==> config.mk <==
export PLATFORM = sky130hd
export DESIGN_NAME = bitcrusher_fold_quantize
export DESIGN_NICKNAME = d
export VERILOG_FILES = /design/src/sv/bfq_pkg.sv /design/src/sv/bfq_alu.sv /design/src/sv/bitcrusher_fold_quantize.sv
export VERILOG_INCLUDE_DIRS = /design/src /design/src/sv
export SDC_FILE = /design/constraint.sdc
export NUM_CORES = 2
export LEC_CHECK = 0
export BUFFER_PORTS_ARGS = -buffer_cell sky130_fd_sc_hd__buf_4
export CORE_UTILIZATION = 70
export CTS_CLUSTER_SIZE = 12
export DETAILED_ROUTE_END_ITERATION = 16
export PLACE_DENSITY_LB_ADDON = 0.08
export SYNTH_ARGS = -nofsm -noshare
export SYNTH_HDL_FRONTEND = slang
export SYNTH_SLANG_ARGS = --single-unit
==> constraint.sdc <==
create_clock -name clk -period 26.2 [get_ports clk]
set_clock_uncertainty 0.15 [all_clocks]
set_input_delay 2.62 -clock clk [delete_from_list [all_inputs] [get_ports clk]]
set_output_delay 2.62 -clock clk [all_outputs]
set_load 0.02 [all_outputs]
==> src/sv/assert_macros.svh <==
// Assertion helpers included by bitcrusher_fold_quantize.
`ifndef ASSERT_MACROS_SVH
`define ASSERT_MACROS_SVH

// Property checked on every rising edge outside reset.
`define BFQ_ASSERT(lbl, clk, rst_n, prop, msg) \
    lbl: assert property (@(posedge clk) disable iff (!rst_n) prop) \
        else $error(msg);

// Condition that must never be true outside reset.
`define BFQ_ASSERT_NEVER(lbl, clk, rst_n, cond, msg) \
    `BFQ_ASSERT(lbl, clk, rst_n, !(cond), msg)

`endif

==> src/sv/bfq_pkg.sv <==
`timescale 1ns / 1ps
// ----------------------------------------------------------------------------
// bfq_pkg
// Shared constants and types of the fold/quantize bit crusher.
// ----------------------------------------------------------------------------
package bfq_pkg;

    localparam int SAMPLE_BITS_DEF = 24;
    localparam int FRAC_BITS_DEF   = 32;
    localparam int RAMP_BITS       = 32;
    localparam int RAMP_FRAC       = 30;
    localparam int CFG_IDX_BITS    = 3;
    localparam int SCALE_RESET     = 65536;
    localparam int FOLD_RESET      = 1467700000;

    localparam logic [RAMP_BITS-1:0] RAMP_ONE = 32'h4000_0000;

    typedef enum logic [CFG_IDX_BITS-1:0] {
        CFG_STEP_START  = 3'd0,
        CFG_STEP_RAMP   = 3'd1,
        CFG_SCALE_START = 3'd2,
        CFG_SCALE_RAMP  = 3'd3,
        CFG_FOLD_START  = 3'd4,
        CFG_FOLD_RAMP   = 3'd5
    } cfg_idx_t;

    typedef enum logic [0:0] {
        OP_MUL = 1'b0,
        OP_DIV = 1'b1
    } alu_op_t;

    typedef struct packed {
        logic    start;
        alu_op_t op;
    } alu_cmd_t;

    typedef struct packed {
        logic busy;
        logic done;
    } alu_stat_t;

endpackage

==> src/sv/bfq_alu.sv <==
`timescale 1ns / 1ps
// ----------------------------------------------------------------------------
// bfq_alu
// Serial shift-add multiplier / restoring divider, one bit per cycle,
// built around a single shared adder.
// ----------------------------------------------------------------------------
module bfq_alu #(
    parameter int PW = 66,
    parameter int MB = 32,
    parameter int DW = 35,
    parameter int CW = 7
) (
    input  logic               clk,
    input  logic               rst_n,
    input  bfq_pkg::alu_cmd_t  cmd,
    input  logic [CW-1:0]      count,
    input  logic [PW-1:0]      mcand,
    input  logic [MB-1:0]      mplier,
    input  logic [DW-1:0]      divisor,
    input  logic [DW-1:0]      dividend,
    input  logic [DW-1:0]      rem_init,
    output bfq_pkg::alu_stat_t stat,
    output logic [PW-1:0]      prod,
    output logic [DW-1:0]      quo,
    output logic [DW-1:0]      rem
);
    import bfq_pkg::*;

    alu_op_t       op_reg;
    logic          busy_reg;
    logic          done_reg;
    logic [CW-1:0] cnt_reg;
    logic [PW-1:0] acc_reg;
    logic [PW-1:0] mcand_reg;
    logic [MB-1:0] mplier_reg;
    logic [DW-1:0] rem_reg;
    logic [DW-1:0] num_reg;
    logic [DW-1:0] dvs_reg;
    logic [DW-1:0] quo_reg;

    logic [DW-1:0] shifted;
    logic [PW-1:0] opa;
    logic [PW-1:0] opb;
    logic          cin;
    logic [PW:0]   sum;
    logic          carry;

    // shared adder: accumulate for multiply, trial subtract for divide
    always_comb
    begin
        shifted = {rem_reg[DW-2:0], num_reg[DW-1]};
        if (op_reg == OP_MUL)
        begin
            opa = acc_reg;
            opb = mplier_reg[0] ? mcand_reg : '0;
            cin = 1'b0;
        end
        else
        begin
            opa = {{(PW-DW){1'b0}}, shifted};
            opb = ~{{(PW-DW){1'b0}}, dvs_reg};
            cin = 1'b1;
        end
        sum   = {1'b0, opa} + {1'b0, opb} + {{PW{1'b0}}, cin};
        carry = sum[PW];
    end

    always_ff @(posedge clk or negedge rst_n)
    begin
        if (!rst_n)
        begin
            op_reg   <= OP_MUL;
            busy_reg <= 1'b0;
            done_reg <= 1'b0;
            cnt_reg  <= '0;
        end
        else
        begin
            done_reg <= 1'b0;
            if (cmd.start)
            begin
                op_reg   <= cmd.op;
                busy_reg <= 1'b1;
                cnt_reg  <= count;
            end
            else if (busy_reg)
            begin
                cnt_reg <= cnt_reg - 1'b1;
                if (cnt_reg == CW'(1))
                begin
                    busy_reg <= 1'b0;
                    done_reg <= 1'b1;
                end
            end
        end
    end

    always_ff @(posedge clk)
    begin
        if (cmd.start)
        begin
            acc_reg    <= '0;
            mcand_reg  <= mcand;
            mplier_reg <= mplier;
            rem_reg    <= rem_init;
            num_reg    <= dividend;
            dvs_reg    <= divisor;
            quo_reg    <= '0;
        end
        else if (busy_reg)
        begin
            if (op_reg == OP_MUL)
            begin
                acc_reg    <= sum[PW-1:0];
                mcand_reg  <= {mcand_reg[PW-2:0], 1'b0};
                mplier_reg <= {1'b0, mplier_reg[MB-1:1]};
            end
            else
            begin
                rem_reg <= carry ? sum[DW-1:0] : shifted;
                quo_reg <= {quo_reg[DW-2:0], carry};
                num_reg <= {num_reg[DW-2:0], 1'b0};
            end
        end
    end

    assign stat.busy = busy_reg;
    assign stat.done = done_reg;
    assign prod      = acc_reg;
    assign quo       = quo_reg;
    assign rem       = rem_reg;

endmodule

==> src/sv/bitcrusher_fold_quantize.sv <==
`timescale 1ns / 1ps
// ----------------------------------------------------------------------------
// bitcrusher_fold_quantize
// Sample-and-hold bit crusher with wave folding and level quantization.
// ----------------------------------------------------------------------------
// One transfer on the input channel gives exactly one transfer on the output
// channel. A zero sample comes back as zero and leaves the state alone (a
// start_tick reload still happens). Any other sample advances the phase and,
// on a phase wrap, also runs the ratio divide, lerp multiply, fold modulo,
// quantizer divide and multiply and output blend multiply. Every multiply,
// divide and modulo goes through the single serial shift-add/subtract unit,
// which handles one bit per cycle, and three ramp multiplies are done after
// every non-zero sample. in_ready is low while a sample is being worked on; a
// finished result waits in the output register, so the next sample can be
// taken before it is drained. Configuration writes are always taken (cfg_ready
// is high) and must only be issued while the block is idle; indexes 6 and 7
// are ignored.
// ----------------------------------------------------------------------------
`include "assert_macros.svh"

module bitcrusher_fold_quantize #(
    parameter int SAMPLE_BITS = bfq_pkg::SAMPLE_BITS_DEF,
    parameter int FRAC_BITS   = bfq_pkg::FRAC_BITS_DEF
) (
    input  logic                             clk,
    input  logic                             rst_n,
    // input samples
    input  logic                             in_valid,
    output logic                             in_ready,
    input  logic signed [SAMPLE_BITS-1:0]    sample_in,
    input  logic                             start_tick,
    // output samples
    output logic                             out_valid,
    input  logic                             out_ready,
    output logic signed [SAMPLE_BITS-1:0]    sample_out,
    // configuration writes
    input  logic                             cfg_valid,
    output logic                             cfg_ready,
    input  logic [bfq_pkg::CFG_IDX_BITS-1:0] cfg_index,
    input  logic [((FRAC_BITS+1 > bfq_pkg::RAMP_BITS) ?
                   FRAC_BITS+1 : bfq_pkg::RAMP_BITS)-1:0] cfg_data
);
    import bfq_pkg::*;

    localparam int F    = FRAC_BITS;
    localparam int S    = SAMPLE_BITS;
    localparam int LW   = F + 4;                 // wide signed working format
    localparam int MB   = (F > RAMP_BITS) ? F : RAMP_BITS;
    localparam int PW   = F + 2 + MB;            // product width
    localparam int DW   = F + 3;                 // divider width
    localparam int CW   = $clog2(PW + 1);
    localparam int D    = F - S + 1;             // sample to wide shift
    localparam int DPOS = (D > 0) ? D : 0;
    localparam int DNEG = (D < 0) ? -D : 0;
    localparam int TW   = LW + DNEG;

    localparam logic [F:0]   ONE_LEVEL = {1'b1, {F{1'b0}}};
    localparam logic [F-1:0] LEVEL_MAX = '1;
    localparam logic [F-1:0] LEVEL_MIN = F'(1);
    localparam logic [S-1:0] SMAX      = {1'b0, {(S-1){1'b1}}};
    localparam logic [S-1:0] SMIN      = {1'b1, {(S-1){1'b0}}};

    // one-hot sequencer
    typedef enum logic [11:0] {
        S_IDLE   = 12'b0000_0000_0001,
        S_ADV    = 12'b0000_0000_0010,
        S_RATIO  = 12'b0000_0000_0100,
        S_LERP   = 12'b0000_0000_1000,
        S_MOD    = 12'b0000_0001_0000,
        S_QDIV   = 12'b0000_0010_0000,
        S_QMUL   = 12'b0000_0100_0000,
        S_OUTMUL = 12'b0000_1000_0000,
        S_RSTEP  = 12'b0001_0000_0000,
        S_RSCALE = 12'b0010_0000_0000,
        S_RFOLD  = 12'b0100_0000_0000,
        S_FINISH = 12'b1000_0000_0000
    } state_t;

    // configuration registers
    logic [F:0]           step_start_reg;
    logic [RAMP_BITS-1:0] step_ramp_reg;
    logic [F-1:0]         scale_start_reg;
    logic [RAMP_BITS-1:0] scale_ramp_reg;
    logic [F-1:0]         fold_start_reg;
    logic [RAMP_BITS-1:0] fold_ramp_reg;

    // block state
    state_t       state_reg, state_next;
    logic         go_reg, go_next;
    logic [S-1:0] last_reg, last_next;
    logic [S-1:0] held_reg, held_next;
    logic [F-1:0] phase_reg, phase_next;
    logic [F:0]   step_run_reg, step_run_next;
    logic [F-1:0] scale_run_reg, scale_run_next;
    logic [F-1:0] fold_run_reg, fold_run_next;
    logic         out_valid_reg, out_valid_next;
    logic [S-1:0] out_data_reg, out_data_next;

    // per-sample working registers
    logic [S-1:0]  x_reg, x_next;
    logic [F-1:0]  ratio_reg, ratio_next;
    logic [LW-1:0] lerp_reg, lerp_next;
    logic [LW-1:0] folded_reg, folded_next;
    logic [LW-1:0] m_reg, m_next;
    logic [S-1:0]  new_reg, new_next;
    logic [S-1:0]  res_reg, res_next;

    // shared unit
    alu_cmd_t      alu_cmd;
    alu_stat_t     alu_stat;
    logic [CW-1:0] alu_count;
    logic [PW-1:0] alu_mcand;
    logic [MB-1:0] alu_mplier;
    logic [DW-1:0] alu_divisor;
    logic [DW-1:0] alu_dividend;
    logic [DW-1:0] alu_rem_init;
    logic [PW-1:0] alu_prod;
    logic [DW-1:0] alu_quo;
    logic [DW-1:0] alu_rem;

    // datapath helpers
    logic [F+1:0]         phase_sum;
    logic                 wraps;
    logic signed [LW-1:0] x_ext, p_ext, xw, pw;
    logic [LW-1:0]        diff, diff_mag, lmag;
    logic                 diff_neg;
    logic [LW-1:0]        fold_w, v, v_mag;
    logic                 v_neg;
    logic [DW-1:0]        wrap4, tmod;
    logic [LW-1:0]        t2, t2_abs, folded_mag;
    logic                 folded_neg, folded_pos;
    logic [LW-1:0]        q_w, n_w, m_mag;
    logic [LW-1:0]        pval;
    logic signed [LW-1:0] half;
    logic signed [TW-1:0] te, ts;
    logic [S-1:0]         new_s;
    logic [S:0]           d2, d2_mag;
    logic [S+1:0]         r_sum;
    logic [S-1:0]         r_sat;
    logic [F+3:0]         ramped;
    logic [F:0]           step_ramped, step_reload;
    logic [F-1:0]         level_ramped, scale_reload, fold_reload;

    bfq_alu #(
        .PW (PW),
        .MB (MB),
        .DW (DW),
        .CW (CW)
    ) u_alu (
        .clk      (clk),
        .rst_n    (rst_n),
        .cmd      (alu_cmd),
        .count    (alu_count),
        .mcand    (alu_mcand),
        .mplier   (alu_mplier),
        .divisor  (alu_divisor),
        .dividend (alu_dividend),
        .rem_init (alu_rem_init),
        .stat     (alu_stat),
        .prod     (alu_prod),
        .quo      (alu_quo),
        .rem      (alu_rem)
    );

    assign cfg_ready  = 1'b1;
    assign in_ready   = (state_reg == S_IDLE);
    assign out_valid  = out_valid_reg;
    assign sample_out = out_data_reg;

    // ---------------------------------------------------------------- datapath
    always_comb
    begin
        // phase advance
        phase_sum = {2'b00, phase_reg} + {1'b0, step_run_reg};
        wraps     = (phase_sum >= {1'b0, ONE_LEVEL}) && (step_run_reg != '0);

        // samples into the wide format
        x_ext = {{(LW-S){x_reg[S-1]}}, x_reg};
        p_ext = {{(LW-S){last_reg[S-1]}}, last_reg};
        xw    = (x_ext <<< DPOS) >>> DNEG;
        pw    = (p_ext <<< DPOS) >>> DNEG;

        // input interpolation: xw + (pw - xw) * ratio, toward zero
        diff     = pw - xw;
        diff_neg = diff[LW-1];
        diff_mag = diff_neg ? -diff : diff;
        lmag     = LW'(alu_prod[PW-1:F]);
        lerp_next = xw + (diff_neg ? -lmag : lmag);

        // wave fold: floor mod of (lerp + fold) over 4*fold
        fold_w = {{(LW-F){1'b0}}, fold_run_reg};
        v      = lerp_reg + fold_w;
        v_neg  = v[LW-1];
        v_mag  = v_neg ? -v : v;
        wrap4  = {{(DW-F-2){1'b0}}, fold_run_reg, 2'b00};
        tmod   = (v_neg && (alu_rem != '0)) ? (wrap4 - alu_rem) : alu_rem;
        t2     = {fold_w[LW-2:0], 1'b0} - {{(LW-DW){1'b0}}, tmod};
        t2_abs = t2[LW-1] ? -t2 : t2;
        folded_next = fold_w - t2_abs;
        folded_neg  = folded_reg[LW-1];
        folded_pos  = !folded_neg && (folded_reg != '0);
        folded_mag  = folded_neg ? -folded_reg : folded_reg;

        // quantizer: n = folded / scale (toward zero) + (folded > 0)
        q_w    = {{(LW-DW){1'b0}}, alu_quo};
        n_w    = folded_neg ? -q_w : (q_w + {{(LW-1){1'b0}}, folded_pos});
        m_next = {n_w[LW-2:0], 1'b0} - LW'(1);
        m_mag  = m_reg[LW-1] ? -m_reg : m_reg;

        // midpoint (2n-1)*scale/2, floored, to a saturated sample
        pval = m_reg[LW-1] ? -alu_prod[LW-1:0] : alu_prod[LW-1:0];
        half = $signed(pval) >>> 1;
        te   = {{(TW-LW){half[LW-1]}}, half};
        ts   = (te <<< DNEG) >>> DPOS;
        if ((&ts[TW-1:S-1]) || !(|ts[TW-1:S-1]))
            new_s = ts[S-1:0];
        else
            new_s = ts[TW-1] ? SMIN : SMAX;

        // output blend of held and new values
        d2     = {new_reg[S-1], new_reg} - {held_reg[S-1], held_reg};
        d2_mag = d2[S] ? -d2 : d2;
        r_sum  = {{2{held_reg[S-1]}}, held_reg}
               + (d2[S] ? -{1'b0, alu_prod[F +: S+1]} : {1'b0, alu_prod[F +: S+1]});
        if ((&r_sum[S+1:S-1]) || !(|r_sum[S+1:S-1]))
            r_sat = r_sum[S-1:0];
        else
            r_sat = r_sum[S+1] ? SMIN : SMAX;

        // ramp products in Q2.30, then limited
        ramped = alu_prod[RAMP_FRAC +: F+4];
        step_ramped  = (ramped > {3'b000, ONE_LEVEL}) ? ONE_LEVEL : ramped[F:0];
        if (ramped > {4'b0000, LEVEL_MAX})
            level_ramped = LEVEL_MAX;
        else if (ramped == '0)
            level_ramped = LEVEL_MIN;
        else
            level_ramped = ramped[F-1:0];

        // tick reload values
        step_reload  = (step_start_reg > ONE_LEVEL) ? ONE_LEVEL : step_start_reg;
        scale_reload = (scale_start_reg == '0) ? LEVEL_MIN : scale_start_reg;
        fold_reload  = (fold_start_reg == '0) ? LEVEL_MIN : fold_start_reg;
    end

    // ------------------------------------------------------- shared unit operands
    always_comb
    begin
        alu_cmd.start = go_reg;
        alu_cmd.op    = OP_MUL;
        alu_count     = CW'(MB);
        alu_mcand     = '0;
        alu_mplier    = '0;
        alu_divisor   = '0;
        alu_dividend  = '0;
        alu_rem_init  = '0;
        case (state_reg)
            S_RATIO:
            begin
                // ratio = phase * 2^F / step
                alu_cmd.op   = OP_DIV;
                alu_count    = CW'(F);
                alu_divisor  = {{(DW-F-1){1'b0}}, step_run_reg};
                alu_rem_init = {{(DW-F){1'b0}}, phase_reg};
            end
            S_LERP:
            begin
                alu_mcand  = {{(PW-LW){1'b0}}, diff_mag};
                alu_mplier = {{(MB-F){1'b0}}, ratio_reg};
            end
            S_MOD:
            begin
                alu_cmd.op   = OP_DIV;
                alu_count    = CW'(F + 1);
                alu_divisor  = wrap4;
                alu_dividend = {v_mag[DW-3:0], 2'b00};
            end
            S_QDIV:
            begin
                alu_cmd.op   = OP_DIV;
                alu_count    = CW'(F);
                alu_divisor  = {{(DW-F){1'b0}}, scale_run_reg};
                alu_dividend = {folded_mag[DW-4:0], 3'b000};
            end
            S_QMUL:
            begin
                alu_mcand  = {{(PW-LW){1'b0}}, m_mag};
                alu_mplier = {{(MB-F){1'b0}}, scale_run_reg};
            end
            S_OUTMUL:
            begin
                alu_mcand  = {{(PW-S-1){1'b0}}, d2_mag};
                alu_mplier = {{(MB-F){1'b0}}, ratio_reg};
            end
            S_RSTEP:
            begin
                alu_mcand  = {{(PW-F-1){1'b0}}, step_run_reg};
                alu_mplier = {{(MB-RAMP_BITS){1'b0}}, step_ramp_reg};
            end
            S_RSCALE:
            begin
                alu_mcand  = {{(PW-F){1'b0}}, scale_run_reg};
                alu_mplier = {{(MB-RAMP_BITS){1'b0}}, scale_ramp_reg};
            end
            S_RFOLD:
            begin
                alu_mcand  = {{(PW-F){1'b0}}, fold_run_reg};
                alu_mplier = {{(MB-RAMP_BITS){1'b0}}, fold_ramp_reg};
            end
            default:
            begin
            end
        endcase
    end

    // --------------------------------------------------------------- sequencer
    always_comb
    begin
        state_next     = state_reg;
        go_next        = 1'b0;
        last_next      = last_reg;
        held_next      = held_reg;
        phase_next     = phase_reg;
        step_run_next  = step_run_reg;
        scale_run_next = scale_run_reg;
        fold_run_next  = fold_run_reg;
        x_next         = x_reg;
        ratio_next     = ratio_reg;
        new_next       = new_reg;
        res_next       = res_reg;
        out_data_next  = out_data_reg;
        out_valid_next = out_valid_reg && !out_ready;

        case (state_reg)
            S_IDLE:
            begin
                if (in_valid)
                begin
                    x_next = sample_in;
                    if (start_tick)
                    begin
                        step_run_next  = step_reload;
                        scale_run_next = scale_reload;
                        fold_run_next  = fold_reload;
                    end
                    if (sample_in == '0)
                    begin
                        // zero passes straight through; only a start_tick reload touches state
                        res_next   = '0;
                        state_next = S_FINISH;
                    end
                    else
                    begin
                        state_next = S_ADV;
                    end
                end
            end
            S_ADV:
            begin
                go_next = 1'b1;
                if (wraps)
                begin
                    phase_next = phase_sum[F-1:0];
                    state_next = S_RATIO;
                end
                else
                begin
                    phase_next = phase_sum[F-1:0];
                    last_next  = x_reg;
                    res_next   = held_reg;
                    state_next = S_RSTEP;
                end
            end
            S_RATIO:
            begin
                if (alu_stat.done)
                begin
                    ratio_next = alu_quo[F-1:0];
                    go_next    = 1'b1;
                    state_next = S_LERP;
                end
            end
            S_LERP:
            begin
                if (alu_stat.done)
                begin
                    last_next  = x_reg;
                    go_next    = 1'b1;
                    state_next = S_MOD;
                end
            end
            S_MOD:
            begin
                if (alu_stat.done)
                begin
                    go_next    = 1'b1;
                    state_next = S_QDIV;
                end
            end
            S_QDIV:
            begin
                if (alu_stat.done)
                begin
                    go_next    = 1'b1;
                    state_next = S_QMUL;
                end
            end
            S_QMUL:
            begin
                if (alu_stat.done)
                begin
                    new_next   = new_s;
                    go_next    = 1'b1;
                    state_next = S_OUTMUL;
                end
            end
            S_OUTMUL:
            begin
                if (alu_stat.done)
                begin
                    res_next   = r_sat;
                    held_next  = new_reg;
                    go_next    = 1'b1;
                    state_next = S_RSTEP;
                end
            end
            S_RSTEP:
            begin
                if (alu_stat.done)
                begin
                    step_run_next = step_ramped;
                    go_next       = 1'b1;
                    state_next    = S_RSCALE;
                end
            end
            S_RSCALE:
            begin
                if (alu_stat.done)
                begin
                    scale_run_next = level_ramped;
                    go_next        = 1'b1;
                    state_next     = S_RFOLD;
                end
            end
            S_RFOLD:
            begin
                if (alu_stat.done)
                begin
                    fold_run_next = level_ramped;
                    state_next    = S_FINISH;
                end
            end
            S_FINISH:
            begin
                // output register free or draining this cycle
                if (!out_valid_reg || out_ready)
                begin
                    out_data_next  = res_reg;
                    out_valid_next = 1'b1;
                    state_next     = S_IDLE;
                end
            end
            default:
            begin
                state_next = S_IDLE;
            end
        endcase
    end

    // ---------------------------------------------------------------- registers
    always_ff @(posedge clk or negedge rst_n)
    begin
        if (!rst_n)
        begin
            state_reg       <= S_IDLE;
            go_reg          <= 1'b0;
            out_valid_reg   <= 1'b0;
            last_reg        <= '0;
            held_reg        <= '0;
            phase_reg       <= '0;
            step_run_reg    <= ONE_LEVEL;
            scale_run_reg   <= F'(SCALE_RESET);
            fold_run_reg    <= F'(FOLD_RESET);
            step_start_reg  <= ONE_LEVEL;
            step_ramp_reg   <= RAMP_ONE;
            scale_start_reg <= F'(SCALE_RESET);
            scale_ramp_reg  <= RAMP_ONE;
            fold_start_reg  <= F'(FOLD_RESET);
            fold_ramp_reg   <= RAMP_ONE;
        end
        else
        begin
            state_reg     <= state_next;
            go_reg        <= go_next;
            out_valid_reg <= out_valid_next;
            last_reg      <= last_next;
            held_reg      <= held_next;
            phase_reg     <= phase_next;
            step_run_reg  <= step_run_next;
            scale_run_reg <= scale_run_next;
            fold_run_reg  <= fold_run_next;
            if (cfg_valid)
            begin
                case (cfg_idx_t'(cfg_index))
                    CFG_STEP_START:  step_start_reg  <= cfg_data[F:0];
                    CFG_STEP_RAMP:   step_ramp_reg   <= cfg_data[RAMP_BITS-1:0];
                    CFG_SCALE_START: scale_start_reg <= cfg_data[F-1:0];
                    CFG_SCALE_RAMP:  scale_ramp_reg  <= cfg_data[RAMP_BITS-1:0];
                    CFG_FOLD_START:  fold_start_reg  <= cfg_data[F-1:0];
                    CFG_FOLD_RAMP:   fold_ramp_reg   <= cfg_data[RAMP_BITS-1:0];
                    default:
                    begin
                    end
                endcase
            end
        end
    end

    // payload registers, no reset needed
    always_ff @(posedge clk)
    begin
        x_reg        <= x_next;
        ratio_reg    <= ratio_next;
        new_reg      <= new_next;
        res_reg      <= res_next;
        out_data_reg <= out_data_next;
        if (state_reg == S_LERP && alu_stat.done)
            lerp_reg <= lerp_next;
        if (state_reg == S_MOD && alu_stat.done)
            folded_reg <= folded_next;
        if (state_reg == S_QDIV && alu_stat.done)
            m_reg <= m_next;
    end

    // --------------------------------------------------------------- assertions
    `BFQ_ASSERT(a_step_le_one, clk, rst_n, step_run_reg <= ONE_LEVEL, "step above one")
    `BFQ_ASSERT_NEVER(a_level_zero, clk, rst_n,
        (scale_run_reg == '0) || (fold_run_reg == '0), "zero scale or fold level")
    `BFQ_ASSERT(a_busy_after_xfer, clk, rst_n,
        (in_valid && in_ready) |=> !in_ready, "input taken twice in a row")
    `BFQ_ASSERT_NEVER(a_go_while_busy, clk, rst_n,
        go_reg && alu_stat.busy, "shared unit restarted while busy")

endmodule

==> results.cfg <==
[yosys]
synth_seq_cells = 930
yosysSeqAreaShare_pct = 40.2
avgSynthCellArea_sq_um = 9.28
synth_cell_types = 103
synth_nets = 7119
synth_area_sq_um = 62200
synth_edf_count = 435
synth_top_area_cell = edfxtp_1
synth_cells = 6706
yosysMostFrequentCell = nand2_1
synth_commonest_cells = nand2_1 (688), a21oi_1 (520), nor2_1 (510)
synth_top_area_share_pct = 21.0
yosys_most_used_dff = edfxtp_1
synth_async_sr_flop_share_pct = 42.4
synth_area_leaders = edfxtp_1 (21%), dfrtp_1 (14%), ha_1 (6.8%), xnor2_1 (5.4%), mux2_2 (5.0%)
yosys_warnings = 0

[routing]
drt_iter0_drc = 7642
num_vias = 55800
detail-route-antenna-nets = 0
via_per_inst = 7.08
drc = 0
wl_per_cell_um = 27.8
first_pass_iters = 12
routed_wl_um = 219000

[setup_path]
endpoint_kind = flip-flop
slowest_stage = or4_1
critPathLaunch = fold_run_reg[7]
worst_ep_required_time_ns = 26.51
r2r-start = fold_run_reg[7]
cp-start-kind = flip-flop
cpMostUsedCell = o21ai_0
crit_type = reg -> reg
crit_arrival_ns = 11.21
cp_slowest_stage_delay_ns = 0.64
worstPathMaxFanout = 60

[floorplan]
die-area_sq_um = 90100
io_pins = 93
core_area_sq_um = 87400
fp.dieW_um = 300
initial_utilization_pct = 71.2
die_h_um = 300
rows = 108

[global_routing]
grt_use_total_pct = 48.0
grt_first_pass_wirelength_um = 324000
grt_pass1_vias = 53300
antenna_found_initial = 13
grt-ovfl-total = 0
grt_max_degree = 90

[clock_network]
post_cts_buffers = 0
cts-hold-fix-buffers = 0
cts_buffer_depth = 3
clock_latency_ns = 0.73
cts_buffers = 101
clockRootBuffer = clkbuf_16
cts.reportedPaths.clkPinSlew_ns = 0.06
cts_tree = built
cts-resized-gates = 0
h-tree-depth = 3
cts_sinks = 930

[sta]
min_period_ns = 10.91
maxSlewViolCount = 0
hold_violations = 0
max_slew.worst_pin.slew_ns = 1.42
relSlewSlack_pct = 5.16
fin_hold_ws_ns = 0.271
fin_setup_tns_ns = 0
timing.final.crit_share_pct = 41.6
max_freq_mhz = 91.7
finalSetupViolCount = 0
rsz0062_at_grt = no

[layout]
area_growth_pct = 8.36
drive_gt1_share_pct = 11.5
fillers = 5811
finalNonFillerCells = 7883
nets = 7044

[placement]
numPortBuffers = 91
dpl.hpwl_um = 159000
dp_cells = 7683
place.gp.congestion = 1.08

[job]
cap_viol_max_count = 0

[min_path]
worstHoldStart = res_reg[14]
hp-class = reg -> reg

[status]
outcome = complete, no violations
==> cells by family (layout without fill, tap and decap cells) <==
family | Yosys count | after routing | share of synthesized area [%]
flip-flops | 930 | 930 | 40.2
other | 1 | 11 | 0.00603
multiplexers | 318 | 318 | 5.67
AO/OA/AOI/OAI | 1892 | 1892 | 19.7
adder cells (fa/ha/maj) | 347 | 347 | 7.10
XOR/XNOR | 610 | 610 | 8.60
buffers and inverters | 642 | 654 | 3.96
AND/OR/NAND/NOR | 1966 | 1966 | 14.8
==> through the flow <==
stage / worst slack [ns] / cell area [sq um] / utilization [%]
after floorplan: 17.03 / 62200 / -
after global placement: 15.77 / 63900 / 73.1
after detailed placement: 15.47 / 63900 / 73.1
after CTS: 15.42 / 67400 / 77.1
after global routing: 14.43 / 67400 / 77.1
final: 15.29 / 67400 / 77.1
==> path summary, 6_finish.rpt <==
kind,slack (ns),cells past startpoint,end
max,15.29,37,folded_reg[34]
min in group asynchronous,1.71,1,fold_ramp_reg[7]
max reg2reg,15.29,37,folded_reg[34]
min,0.27,0,sample_out[14]
min reg2reg,0.27,0,sample_out[14]
max in group asynchronous,20.90,4,held_reg[4]
==> layout make-up <==
class	count	area (sq um)	area share, %
clock buffers	158	3050	4.52
inverters	274	1030	1.53
well taps	1155	1450	2.14
flip-flops and latches	930	25000	37.1
diodes	10	25.0	0.0371
repair buffers	190	1430	2.13
multi-input cells	5134	35000	51.9
clock inverters	32	480	0.713
==> critical path: cells and delay by family (launching register included) <==
kind | cells | cell delay [ns]
compound gates | 23 | 5.90
simple gates | 7 | 1.81
fa+ha+maj | 3 | 1.15
buf+inv | 2 | 0.77
flops | 1 | 0.55
xor+xnor | 2 | 0.26
==> per-layer routing <==
metal / global-route usage, % / share of wire (%) / routed length [um] / vias to the layer above
met4: 33.8 / 8.3 / 18100 / 6
met1: 59.4 / 35 / 76700 / 26600
met2: 70.4 / 42 / 92600 / 3956
met5: 0 / 0.019 / 41 / -
li1: - / - / - / 24400
met3: 16.4 / 14 / 31400 / 902
==> cell usage in the layout (no fill, tap or decap), types with 37 or more instances in the layout <==
cell type / netlist / routed
a31oi_1: 83 / 82
buf_4: 3 / 189
o21bai_1: 43 / 43
nor2b_1: 121 / 119
nand4_1: 63 / 63
o31ai_1: 44 / 44
clkbuf_16: 0 / 107
xor2_1: 228 / 228
nand2b_1: 44 / 44
a21o_1: 166 / 166
dfstp_2: 40 / 40
nor3_1: 100 / 99
a21oi_1: 520 / 519
or3_1: 41 / 41
a221oi_1: 42 / 42
o21a_1: 45 / 45
dfrtp_1: 354 / 352
a222oi_1: 91 / 91
nand3_1: 120 / 119
nor4_1: 84 / 82
mux2_2: 274 / 274
dfxtp_1: 101 / 101
inv_1: 272 / 271
edfxtp_1: 435 / 435
o211ai_1: 37 / 37
and3_1: 43 / 43
nor2_1: 510 / 506
mux2i_1: 44 / 44
o21ai_0: 466 / 465
ha_1: 337 / 337
nand2_1: 688 / 686
a22oi_1: 74 / 74
xnor2_1: 381 / 381
Power is left out: the tool's default activity adds up to more than one toggle a clock period on the data nets, which glitch-free logic cannot reach.
